`src/clld_pkg.sv`:
```
// ---------------------------------------------------------------------------
// clld_pkg: shared definitions for the circular linked list deque
// Request and status codes, field widths and the default node store size.
// ---------------------------------------------------------------------------
package clld_pkg;

   // Default number of slots in the node store
   localparam int DEF_CAPACITY = 64;

   // Fixed field widths
   localparam int VALUE_W  = 32;
   localparam int REQ_W    = 2;
   localparam int STATUS_W = 2;

   // Request codes (the fourth code is unused and answers ok)
   typedef enum logic [REQ_W-1:0] {
      REQ_INS_HEAD = 2'd0,
      REQ_INS_TAIL = 2'd1,
      REQ_DELETE   = 2'd2
   } req_kind_type;

   // Result status codes
   typedef enum logic [STATUS_W-1:0] {
      ST_OK        = 2'd0,
      ST_FULL      = 2'd1,
      ST_EMPTY     = 2'd2,
      ST_NOT_FOUND = 2'd3
   } status_type;

endpackage

```
`src/circular_list_deque_with_delete.sv`:
```
// ---------------------------------------------------------------------------
// circular_list_deque_with_delete: bounded circular singly linked list
// Inserts signed values at head or tail, or deletes the first match found
// from the head. Nodes live in RAMs; one sequencer drives all accesses.
// ---------------------------------------------------------------------------
//
//  Channel | Direction | tuser          | tdata
//  --------+-----------+----------------+--------------------------------
//  req_    | in        | [1:0] req_type | [31:0] value
//  rsp_    | out       | [1:0] status   | [CNT_W-1:0] entry_count, zero pad
//
//  Insert: the used-map RAM is scanned one slot per cycle for the lowest
//  free slot, then the node is written and, unless the list was empty, the
//  old tail is relinked. Delete: the link RAM is walked one node per cycle.
//  Full, empty and unused codes go straight to the result.
//  After reset a clearing pass over every slot zeroes the used map;
//  req_tready stays low until it ends. One transaction is in work at a time;
//  a finished result waits in the output register while the next request
//  is taken, and a stalled result holds the sequencer in its final state.
//
module circular_list_deque_with_delete #(
   parameter int CAPACITY = clld_pkg::DEF_CAPACITY
) (
   input  logic                       clock,
   input  logic                       reset,
   // Request: tuser = req_type; tdata = value
   input  logic                       req_tvalid,
   output logic                       req_tready,
   input  logic [clld_pkg::REQ_W-1:0] req_tuser,
   input  logic [clld_pkg::VALUE_W-1:0] req_tdata,
   // Response: tuser = status; tdata = entry_count, zero padded to bytes
   output logic                       rsp_tvalid,
   input  logic                       rsp_tready,
   output logic [clld_pkg::STATUS_W-1:0] rsp_tuser,
   output logic [(($clog2(CAPACITY+1)+7)/8)*8-1:0] rsp_tdata
);

   import clld_pkg::*;

   localparam int IDX_W      = $clog2(CAPACITY);
   localparam int CNT_W      = $clog2(CAPACITY+1);
   localparam int RSP_DATA_W = ((CNT_W+7)/8)*8;
   localparam logic [IDX_W-1:0] LAST_IDX = IDX_W'(CAPACITY-1);
   localparam logic [CNT_W-1:0] FULL_CNT = CNT_W'(CAPACITY);

   typedef enum logic [2:0] {
      S_CLEAR,
      S_IDLE,
      S_SCAN,
      S_INS,
      S_INS_LINK,
      S_DEL_START,
      S_WALK,
      S_DONE
   } state_type;

   // Registers and next values
   state_type         state_ff,    state_in;
   req_kind_type      kind_ff,     kind_in;
   logic [VALUE_W-1:0] value_ff,   value_in;
   logic [IDX_W-1:0]  head_ff,     head_in;
   logic [IDX_W-1:0]  tail_ff,     tail_in;
   logic [CNT_W-1:0]  size_ff,     size_in;
   logic [CNT_W-1:0]  cnt_ff,      cnt_in;
   logic [IDX_W-1:0]  cur_ff,      cur_in;
   logic [IDX_W-1:0]  prev_ff,     prev_in;
   logic [IDX_W-1:0]  scan_ff,     scan_in;
   logic [IDX_W-1:0]  pend_ff,     pend_in;
   logic              scan_vld_ff, scan_vld_in;
   logic [IDX_W-1:0]  slot_ff,     slot_in;
   logic [IDX_W-1:0]  clr_ff,      clr_in;
   status_type        status_ff,   status_in;
   logic              rsp_vld_ff,  rsp_vld_in;
   status_type        rsp_st_ff,   rsp_st_in;
   logic [CNT_W-1:0]  rsp_cnt_ff,  rsp_cnt_in;

   // RAM ports
   logic               val_we;
   logic [IDX_W-1:0]   val_wa;
   logic [VALUE_W-1:0] val_wd;
   logic [VALUE_W-1:0] val_rd;
   logic               lnk_we;
   logic [IDX_W-1:0]   lnk_wa;
   logic [IDX_W-1:0]   lnk_wd;
   logic [IDX_W-1:0]   lnk_rd;
   logic [IDX_W-1:0]   node_ra;
   logic               use_we;
   logic [IDX_W-1:0]   use_wa;
   logic [0:0]         use_wd;
   logic [0:0]         use_rd;

   // Node store: values, next links and the used map
   clld_ram #(.WIDTH(VALUE_W), .DEPTH(CAPACITY)) u_value_ram (
      .clock   (clock),
      .wr_en   (val_we),
      .wr_addr (val_wa),
      .wr_data (val_wd),
      .rd_addr (node_ra),
      .rd_data (val_rd)
   );

   clld_ram #(.WIDTH(IDX_W), .DEPTH(CAPACITY)) u_link_ram (
      .clock   (clock),
      .wr_en   (lnk_we),
      .wr_addr (lnk_wa),
      .wr_data (lnk_wd),
      .rd_addr (node_ra),
      .rd_data (lnk_rd)
   );

   clld_ram #(.WIDTH(1), .DEPTH(CAPACITY)) u_used_ram (
      .clock   (clock),
      .wr_en   (use_we),
      .wr_addr (use_wa),
      .wr_data (use_wd),
      .rd_addr (scan_ff),
      .rd_data (use_rd)
   );

   // Node read address: follow the link just read while walking
   assign node_ra = (state_ff == S_WALK) ? lnk_rd : cur_ff;

   // Sequencer next-state logic
   always_comb begin
      state_in    = state_ff;
      kind_in     = kind_ff;
      value_in    = value_ff;
      head_in     = head_ff;
      tail_in     = tail_ff;
      size_in     = size_ff;
      cnt_in      = cnt_ff;
      cur_in      = cur_ff;
      prev_in     = prev_ff;
      scan_in     = scan_ff;
      pend_in     = pend_ff;
      scan_vld_in = scan_vld_ff;
      slot_in     = slot_ff;
      clr_in      = clr_ff;
      status_in   = status_ff;
      rsp_vld_in  = rsp_vld_ff & ~rsp_tready;
      rsp_st_in   = rsp_st_ff;
      rsp_cnt_in  = rsp_cnt_ff;

      val_we = 1'b0;
      val_wa = slot_ff;
      val_wd = value_ff;
      lnk_we = 1'b0;
      lnk_wa = slot_ff;
      lnk_wd = head_ff;
      use_we = 1'b0;
      use_wa = slot_ff;
      use_wd = 1'b0;

      unique case (state_ff)
         // Zero the used map after reset, one slot a cycle
         S_CLEAR: begin
            use_we = 1'b1;
            use_wa = clr_ff;
            use_wd = 1'b0;
            clr_in = clr_ff + IDX_W'(1);
            if (clr_ff == LAST_IDX) begin
               state_in = S_IDLE;
            end
         end

         // Take a request and sort out the trivial outcomes
         S_IDLE: begin
            if (req_tvalid) begin
               kind_in  = req_kind_type'(req_tuser);
               value_in = req_tdata;
               case (req_tuser) inside
                  REQ_INS_HEAD, REQ_INS_TAIL: begin
                     if (size_ff == FULL_CNT) begin
                        status_in = ST_FULL;
                        state_in  = S_DONE;
                     end else begin
                        scan_in     = '0;
                        scan_vld_in = 1'b0;
                        state_in    = S_SCAN;
                     end
                  end
                  REQ_DELETE: begin
                     if (size_ff == '0) begin
                        status_in = ST_EMPTY;
                        state_in  = S_DONE;
                     end else begin
                        cur_in   = head_ff;
                        prev_in  = tail_ff;
                        cnt_in   = '0;
                        state_in = S_DEL_START;
                     end
                  end
                  default: begin
                     status_in = ST_OK;
                     state_in  = S_DONE;
                  end
               endcase
            end
         end

         // Find the lowest free slot; reads are pipelined one per cycle
         S_SCAN: begin
            if (scan_ff != LAST_IDX) begin
               scan_in = scan_ff + IDX_W'(1);
            end
            pend_in     = scan_ff;
            scan_vld_in = 1'b1;
            if (scan_vld_ff && !use_rd[0]) begin
               slot_in  = pend_ff;
               state_in = S_INS;
            end
         end

         // Write the new node
         S_INS: begin
            val_we = 1'b1;
            val_wa = slot_ff;
            val_wd = value_ff;
            use_we = 1'b1;
            use_wa = slot_ff;
            use_wd = 1'b1;
            lnk_we = 1'b1;
            lnk_wa = slot_ff;
            if (size_ff == '0) begin
               lnk_wd    = slot_ff;
               head_in   = slot_ff;
               tail_in   = slot_ff;
               size_in   = size_ff + CNT_W'(1);
               status_in = ST_OK;
               state_in  = S_DONE;
            end else begin
               lnk_wd   = head_ff;
               state_in = S_INS_LINK;
            end
         end

         // Close the ring through the old tail
         S_INS_LINK: begin
            lnk_we = 1'b1;
            lnk_wa = tail_ff;
            lnk_wd = slot_ff;
            if (kind_ff == REQ_INS_HEAD) begin
               head_in = slot_ff;
            end else begin
               tail_in = slot_ff;
            end
            size_in   = size_ff + CNT_W'(1);
            status_in = ST_OK;
            state_in  = S_DONE;
         end

         // Head node read issued from cur_ff
         S_DEL_START: begin
            state_in = S_WALK;
         end

         // Compare one node per cycle, next read already issued
         S_WALK: begin
            if (val_rd == value_ff) begin
               use_we = 1'b1;
               use_wa = cur_ff;
               use_wd = 1'b0;
               if (size_ff == CNT_W'(1)) begin
                  size_in = '0;
               end else begin
                  lnk_we = 1'b1;
                  lnk_wa = prev_ff;
                  lnk_wd = lnk_rd;
                  if (cur_ff == head_ff) begin
                     head_in = lnk_rd;
                  end
                  if (cur_ff == tail_ff) begin
                     tail_in = prev_ff;
                  end
                  size_in = size_ff - CNT_W'(1);
               end
               status_in = ST_OK;
               state_in  = S_DONE;
            end else if (cnt_ff == size_ff - CNT_W'(1)) begin
               status_in = ST_NOT_FOUND;
               state_in  = S_DONE;
            end else begin
               prev_in = cur_ff;
               cur_in  = lnk_rd;
               cnt_in  = cnt_ff + CNT_W'(1);
            end
         end

         // Load the output register once it is free
         S_DONE: begin
            if (!rsp_vld_ff || rsp_tready) begin
               rsp_vld_in = 1'b1;
               rsp_st_in  = status_ff;
               rsp_cnt_in = size_ff;
               state_in   = S_IDLE;
            end
         end

         default: begin
            state_in = S_IDLE;
         end
      endcase
   end

   // State and registered outputs
   always_ff @(posedge clock) begin
      if (reset) begin
         state_ff    <= S_CLEAR;
         head_ff     <= '0;
         tail_ff     <= '0;
         size_ff     <= '0;
         clr_ff      <= '0;
         scan_vld_ff <= 1'b0;
         rsp_vld_ff  <= 1'b0;
      end else begin
         state_ff    <= state_in;
         head_ff     <= head_in;
         tail_ff     <= tail_in;
         size_ff     <= size_in;
         clr_ff      <= clr_in;
         scan_vld_ff <= scan_vld_in;
         rsp_vld_ff  <= rsp_vld_in;
      end
      kind_ff    <= kind_in;
      value_ff   <= value_in;
      cnt_ff     <= cnt_in;
      cur_ff     <= cur_in;
      prev_ff    <= prev_in;
      scan_ff    <= scan_in;
      pend_ff    <= pend_in;
      slot_ff    <= slot_in;
      status_ff  <= status_in;
      rsp_st_ff  <= rsp_st_in;
      rsp_cnt_ff <= rsp_cnt_in;
   end

   // Ports
   assign req_tready = (state_ff == S_IDLE);
   assign rsp_tvalid = rsp_vld_ff;
   assign rsp_tuser  = rsp_st_ff;
   assign rsp_tdata  = RSP_DATA_W'(rsp_cnt_ff);

endmodule

```
`src/clld_ram.sv`:
```
// ---------------------------------------------------------------------------
// clld_ram: generic single-port-write, single-port-read RAM
// One write and one read per cycle; read data is registered.
// ---------------------------------------------------------------------------
module clld_ram #(
   parameter int WIDTH = 32,
   parameter int DEPTH = 64
) (
   input  logic                     clock,
   input  logic                     wr_en,
   input  logic [$clog2(DEPTH)-1:0] wr_addr,
   input  logic [WIDTH-1:0]         wr_data,
   input  logic [$clog2(DEPTH)-1:0] rd_addr,
   output logic [WIDTH-1:0]         rd_data
);

   logic [WIDTH-1:0] mem_ff [DEPTH];
   logic [WIDTH-1:0] rd_data_ff;

   // Write port and registered read
   always_ff @(posedge clock) begin
      if (wr_en) begin
         mem_ff[wr_addr] <= wr_data;
      end
      rd_data_ff <= mem_ff[rd_addr];
   end

   assign rd_data = rd_data_ff;

endmodule

```
`config.mk`:
```
export PLATFORM = sky130hd
export DESIGN_NAME = circular_list_deque_with_delete
export DESIGN_NICKNAME = d
export VERILOG_FILES = /design/src/clld_pkg.sv /design/src/circular_list_deque_with_delete.sv /design/src/clld_ram.sv
export SDC_FILE = /design/constraint.sdc
export NUM_CORES = 2
export LEC_CHECK = 0
export BUFFER_PORTS_ARGS = -buffer_cell sky130_fd_sc_hd__buf_2
export CAP_MARGIN = 20
export CELL_PAD_IN_SITES_DETAIL_PLACEMENT = 0
export CELL_PAD_IN_SITES_GLOBAL_PLACEMENT = 2
export CORE_MARGIN = 2
export CORE_UTILIZATION = 51
export DETAILED_ROUTE_END_ITERATION = 16
export PLACE_DENSITY = 0.84
export SYNTH_ARGS = -nofsm -noshare
export SYNTH_HDL_FRONTEND = slang
export SYNTH_HIERARCHICAL = 1
export SYNTH_SLANG_ARGS = --single-unit
```
`constraint.sdc`:
```
create_clock -name clock -period 7.1 [get_ports clock]
set_input_delay 0.355 -clock clock [delete_from_list [all_inputs] [get_ports clock]]
set_output_delay 0.355 -clock clock [all_outputs]
set_load 0.01 [all_outputs]
```
; Yosys cells after proc, flatten, opt, wreduce, memory -nomap -nowiden
; Memories as Yosys holds them, arrays and structs flattened. A register that Yosys moved wholly into a read port is not among the register bits.
; Cells that the tools add are included.
; Widths: inputs -> output; s select.
[word_totals]
reg_bits = 112
mem_bits_rw = 2496
input_bits = 38
out_inout_bits = 12
elab_cells = 183
n_memories = 3
[op_classes]
add_sub_neg = 5
eq_ne = 39
n_mux = 90
bitwise_logic = 2
n_reduce_logical = 26
[memory_table]
columns = name, depth, word_bits, read_ports, rd_ports_with_merged_regs, write_ports, line
row1 = u_value_ram.mem_ff, 64, 32, 1, 1, 1, clld_ram.sv:17  ; logic [WIDTH-1:0] mem_ff [DEPTH];
row2 = u_link_ram.mem_ff, 64, 6, 1, 1, 1, clld_ram.sv:17
row3 = u_used_ram.mem_ff, 64, 1, 1, 1, 1, clld_ram.sv:17
[ops]
columns = op, count
row1 = $mux 6, 32
row2 = $mux 7, 9
row3 = $pmux 6 s2, 5
row4 = $pmux 6 s3, 3
row5 = $eq 32x32->1, 1
row6 = $ne 2x2->1 const B, 14
row7 = $mux 3, 8
row8 = $pmux 3 s8, 1
row9 = $mux 2, 11
row10 = $pmux 7 s3, 1
row11 = $mux 1, 15
row12 = $reduce_and 5->1, 3
row13 = $add 7x1->7 const B, 2
row14 = $pmux 7 s2, 1
row15 = $add 6x1->6 const B, 2
row16 = $eq 3x3->1 const B, 4
row17 = $eq 6x6->1, 2
row18 = $reduce_and 6->1, 2
row19 = $ne 2x1->1 const B, 5
row20 = $pmux 2 s4, 1
row21 = $eq 7x1->1 const B, 1
row22 = $eq 7x7->1, 1
row23 = $eq 7x7->1 const B, 1
row24 = $logic_not 7->1, 1
row25 = other kinds (26), 36

; Logic depth before layout (Yosys ltp)
[logic_depth]
word_depth = 6
mapped_depth = 16
ltp_nobuf = 11

; By module
; Netlist, hierarchy kept.
[by_module_without_submodules]
columns = module, instances, cells_each, area_each_um2, seq_area_each_um2
row1 = clld_ram (u_value_ram), 1, 3324, 78515.3, 62139.6
row2 = clld_ram (u_link_ram), 1, 729, 15205.8, 11651.2
row3 = circular_list_deque_with_delete, 1, 625, 6125.9, 3062.9
row4 = clld_ram (u_used_ram), 1, 204, 2914.0, 1941.9

; Least setup slack after synthesis
; OpenSTA, ideal clock, no wires.
[synth_path]
path_type = reg2reg
from = register value_ff[11], in the netlist val_wd[11]
to = memory u_link_ram/mem_ff[0][0] (netlist bit), data pin
setup_ps = 721
arrival_ps = 4842
required_time_ps = 6379
path_slack_ps = 1537
path_stages_with_launch = 8
path_buffers = 2
synth_period_minus_slack_ps = 5563
path_cell_list = edfxtp_1 -> xor2_1 -> nor4_1 -> and4_1 -> nand3_1 -> buf_2 -> buf_2 -> a211oi_1
[synth_between]
elab_chain_len = 3
[synth_rtl]
columns = item, line
row1 = from (decl), circular_list_deque_with_delete.sv:60  ; logic [VALUE_W-1:0] value_ff, value_in;
row2 = from (signal assigned), circular_list_deque_with_delete.sv:325  ; value_ff <= value_in;
row3 = $eq 32x32->1, circular_list_deque_with_delete.sv:259  ; if (val_rd == value_ff) begin
row4 = $mux 6, circular_list_deque_with_delete.sv:259
row5 = $pmux 6 s3, circular_list_deque_with_delete.sv:154  ; unique case (state_ff)
row6 = named net lnk_wd[0], circular_list_deque_with_delete.sv:84  ; logic [IDX_W-1:0] lnk_wd;
row7 = to (decl), clld_ram.sv:17
; The timed path passes the listed nets, and every way through them passes these cells.

; Worst setup path in the final report
[layout_path]
from = register state_ff[1]
to = register u_value_ram.rd_data_ff[16], in the netlist u_value_ram/rd_data[16] (read register of u_value_ram.mem_ff)
[layout_between]
elab_chain_len = 2
[layout_rtl]
columns = item, line
row1 = from (decl), circular_list_deque_with_delete.sv:58  ; state_type state_ff, state_in;
row2 = from (signal assigned), circular_list_deque_with_delete.sv:316  ; state_ff <= state_in;
row3 = $eq 3x3->1, circular_list_deque_with_delete.sv:121  ; assign node_ra = (state_ff == S_WALK) ? lnk_rd : cur_ff;
row4 = $mux 6, circular_list_deque_with_delete.sv:121
row5 = named net node_ra[0], circular_list_deque_with_delete.sv:86  ; logic [IDX_W-1:0] node_ra;
row6 = to (decl), clld_ram.sv:18  ; logic [WIDTH-1:0] rd_data_ff;
; The timed path passes the listed nets, and every way through them passes these cells.
; A chain may end at the register's enable or synchronous reset.

==> reports/results.txt <==
P&R area growth vs syn: 13.1%
post-place instance area: 107000 um2
CTS tree: built
first-pass GRT wire length: 370000 um
CP max FO: 39
ys flop type: edfxtp_1
period utilization: 0.779
slew margin rel.: 0.226
HP Start: reset
post-synthesis register bit count: 2647
number of flops mapped to enable cells by yosys: 2578
most common cell after layout, fill and taps aside: edfxtp_1
# setup viols final: 0
RD Place Congestion: 0.841
worst min path class: input pin to flip-flop
crit-path cells: and2_1 > nand2_1 > nand2_4 > buf_12 > buf_4 > buf_4 > mux4_2 > o22ai_1 > nor2_1 > a21oi_1 > nor2_1
Port Buffer Count: 48
Slew Limit Fails: 0
chip height: 453 um
Startpoint Class: flip-flop
Yosys cell types: 74
gr usage total: 0.254
Max Clock Skew: 67.1 ps
CP max-delay cell: dfxtp_1
CTS clk-pin slew, worst paths: 60 ps
number of routed nets with antenna violations: 0
Crit. End Element: flip-flop
std cell rows: 164
Max IR drop VDD: 0.000271 V
Avg Cell Area, Syn: 21.0 um2
Worst R2R Start: state_ff[1]
Max-Cap Viols: 0
CTS Buffer Depth: 4
CP peak stage delay: 850 ps
worst path required time: 7880 ps
largest net degree at the start of global routing: 125
DR pass1 iterations: 6
WS Path Type: flip-flop to flip-flop
CORE AREA: 200000 um2
buffer type at the clock tree root: clkbuf_16
vias in the first global route: 51400
post-synthesis cell area: 103000 um2
Starting Density: 0.514
status: finished clean
dpl cells: 7500
Max Clk Rate: 0.181 GHz
drt drc: 0
CP Buf/Inv Count: 3
postcts setup bufs: 0
die area: 205000 um2
most frequent cells in the layout: 2578 x edfxtp_1, 657 x mux4_2, 287 x clkbuf_16, 252 x nor2_1, 165 x buf_4
via count: 51200
clk_lat worst skew: 950 ps
die width: 453 um
layout cells sized above 1: 0.253
Worst EP arrival: 6320 ps
fin crit period: 5530 ps
leakage dissipation: 36.4 nW
initial antenna violation count: 4
crit path from: state_ff[1]
Routed WL: 258000 um
IO Count: 50
Post-Syn Instances: 4882
setup TNS: 0 ps
RSZ-0062 raised after global routing: no
fin cells: 8020
Synth warnings: 6
Fin. Hold Viols: 0
vias per std cell: 6.38
Tightest Pin Transition: 1150 ps
syn nets: 4926
filler cell count: 14100
CP top delay family: simple AND/OR/NAND/NOR gates
Final nets: 5207
Power Density: 279 nW/um2
GRT Residual Overflow: 0
CTS Buf Count: 279
htree depth: 5
Async SR Flop Fraction: 0
final HPWL from detailed placement: 147000 um
Hold WS: 88.3 ps
clock sink count: 2647
total power: 32.4 mW
register area share after synthesis: 0.767
DR WL/cell: 32.2 um
Initial DRC Count: 6213
fin area: 116000 um2
-- metal layers --
metal	share of wire	vias to the layer above	wire length, um	global-route usage
li1	-	20900	-	-
met1	0.38	27300	98600	0.348
met2	0.49	2579	126000	0.405
met3	0.091	427	23400	0.0506
met4	0.040	0	10200	0.0984
met5	0	-	0	0
-- layout make-up --
class	count	area (um2)	share of cell area
antenna	7	17.5	0.000151
multi-input combinational	1945	23200	0.199
clock buffer	360	7530	0.0648
clock inverter	115	886	0.00762
sequential	2647	78800	0.678
inverter	14	52.6	0.000452
tap	2656	3320	0.0286
timing repair buffer	276	2410	0.0207
-- flip-flops by register name, summed over array words and instances, names as in the netlist, 7 cells and up --
register and cells:
cnt_ff 7, rsp_cnt_ff 7, size_ff 7, u_link_ram/mem_ff 384, u_used_ram/mem_ff 64, u_value_ram/mem_ff 2048, u_value_ram/rd_data 32, val_wd 32
-- synthesized netlist by cell type, types with 5 or more instances --
| library cell | count | area (um2) |
|---|---|---|
| nand4_1 | 14 | 87.6 |
| and2_1 | 12 | 75.1 |
| inv_1 | 12 | 45.0 |
| a22oi_1 | 17 | 128 |
| a31oi_1 | 16 | 100 |
| nor4_1 | 11 | 68.8 |
| dfxtp_1 | 69 | 1380 |
| nor2b_1 | 26 | 163 |
| a21oi_1 | 108 | 541 |
| buf_1 | 25 | 93.8 |
| edfxtp_1 | 2578 | 77400 |
| buf_6 | 11 | 124 |
| mux4_2 | 657 | 14800 |
| o221ai_1 | 30 | 263 |
| nor3_1 | 30 | 150 |
| xnor2_1 | 19 | 166 |
| buf_2 | 80 | 400 |
| a32oi_1 | 5 | 43.8 |
| a221o_1 | 12 | 120 |
| and3_1 | 17 | 106 |
| o21ai_0 | 41 | 205 |
| ha_1 | 6 | 75.1 |
| nand2_1 | 153 | 574 |
| a311oi_1 | 10 | 87.6 |
| buf_4 | 31 | 233 |
| a21boi_0 | 9 | 67.6 |
| nand3_1 | 41 | 205 |
| or3b_2 | 5 | 43.8 |
| o211ai_1 | 8 | 60.1 |
| nand3b_1 | 19 | 143 |
| nor2_1 | 314 | 1180 |
| nand2b_1 | 20 | 125 |
| or2_1 | 8 | 50.1 |
| mux4_1 | 7 | 184 |
| mux2i_1 | 113 | 1130 |
| or3_1 | 9 | 56.3 |
| o41ai_1 | 6 | 52.6 |
| o22ai_1 | 96 | 601 |
| clkbuf_1 | 128 | 480 |
| a211oi_1 | 10 | 75.1 |
| xor2_1 | 47 | 412 |
-- repair_timing --
item / 4_1_cts / 5_1_grt
resized for setup: 0 / 0
endpoints found under the hold margin: 40 / 0
hold buffers: 36 / 0
-- cell families after synthesis --
logic type                 Yosys count  share of synthesized area
and+or+nand+nor                    700                     0.0313
buffers and inverters              290                     0.0135
muxes                              778                      0.157
xor gates and xnor gates            66                    0.00563
other                                1                  0.0000365
AOI/OAI and AO/OA                  394                     0.0251
adders and majority gates            6                   0.000731
DFF                               2647                      0.767
-- power by group --
part	total [mW]	leakage, nW	switching, mW	internal, mW
Combinational	1.26	8.46	0.954	0.305
Sequential	17.5	23.8	0.101	17.4
Clock	13.6	4.13	5.72	7.92
Total	32.4	36.4	6.77	25.7
-- through the flow --
step,util,setup WS [ps]
2_1_floorplan,-,1540
3_3_place_gp,0.535,1280
3_5_place_dp,0.536,1640
4_1_cts,0.580,1660
5_1_grt,0.581,1250
6_report,0.581,1570
-- path summary, 6_finish.rpt --
check / depth (start not counted) / slack, ps / to
setup / recovery: 11 / 1570 / u_value_ram/rd_data[16]
hold / removal: 2 / 90 / size_ff[0]
setup reg to reg: 11 / 1570 / u_value_ram/rd_data[16]
hold reg to reg: 0 / 420 / slot_ff[3]
No activity file was read; power rests on OpenSTA's default activity.
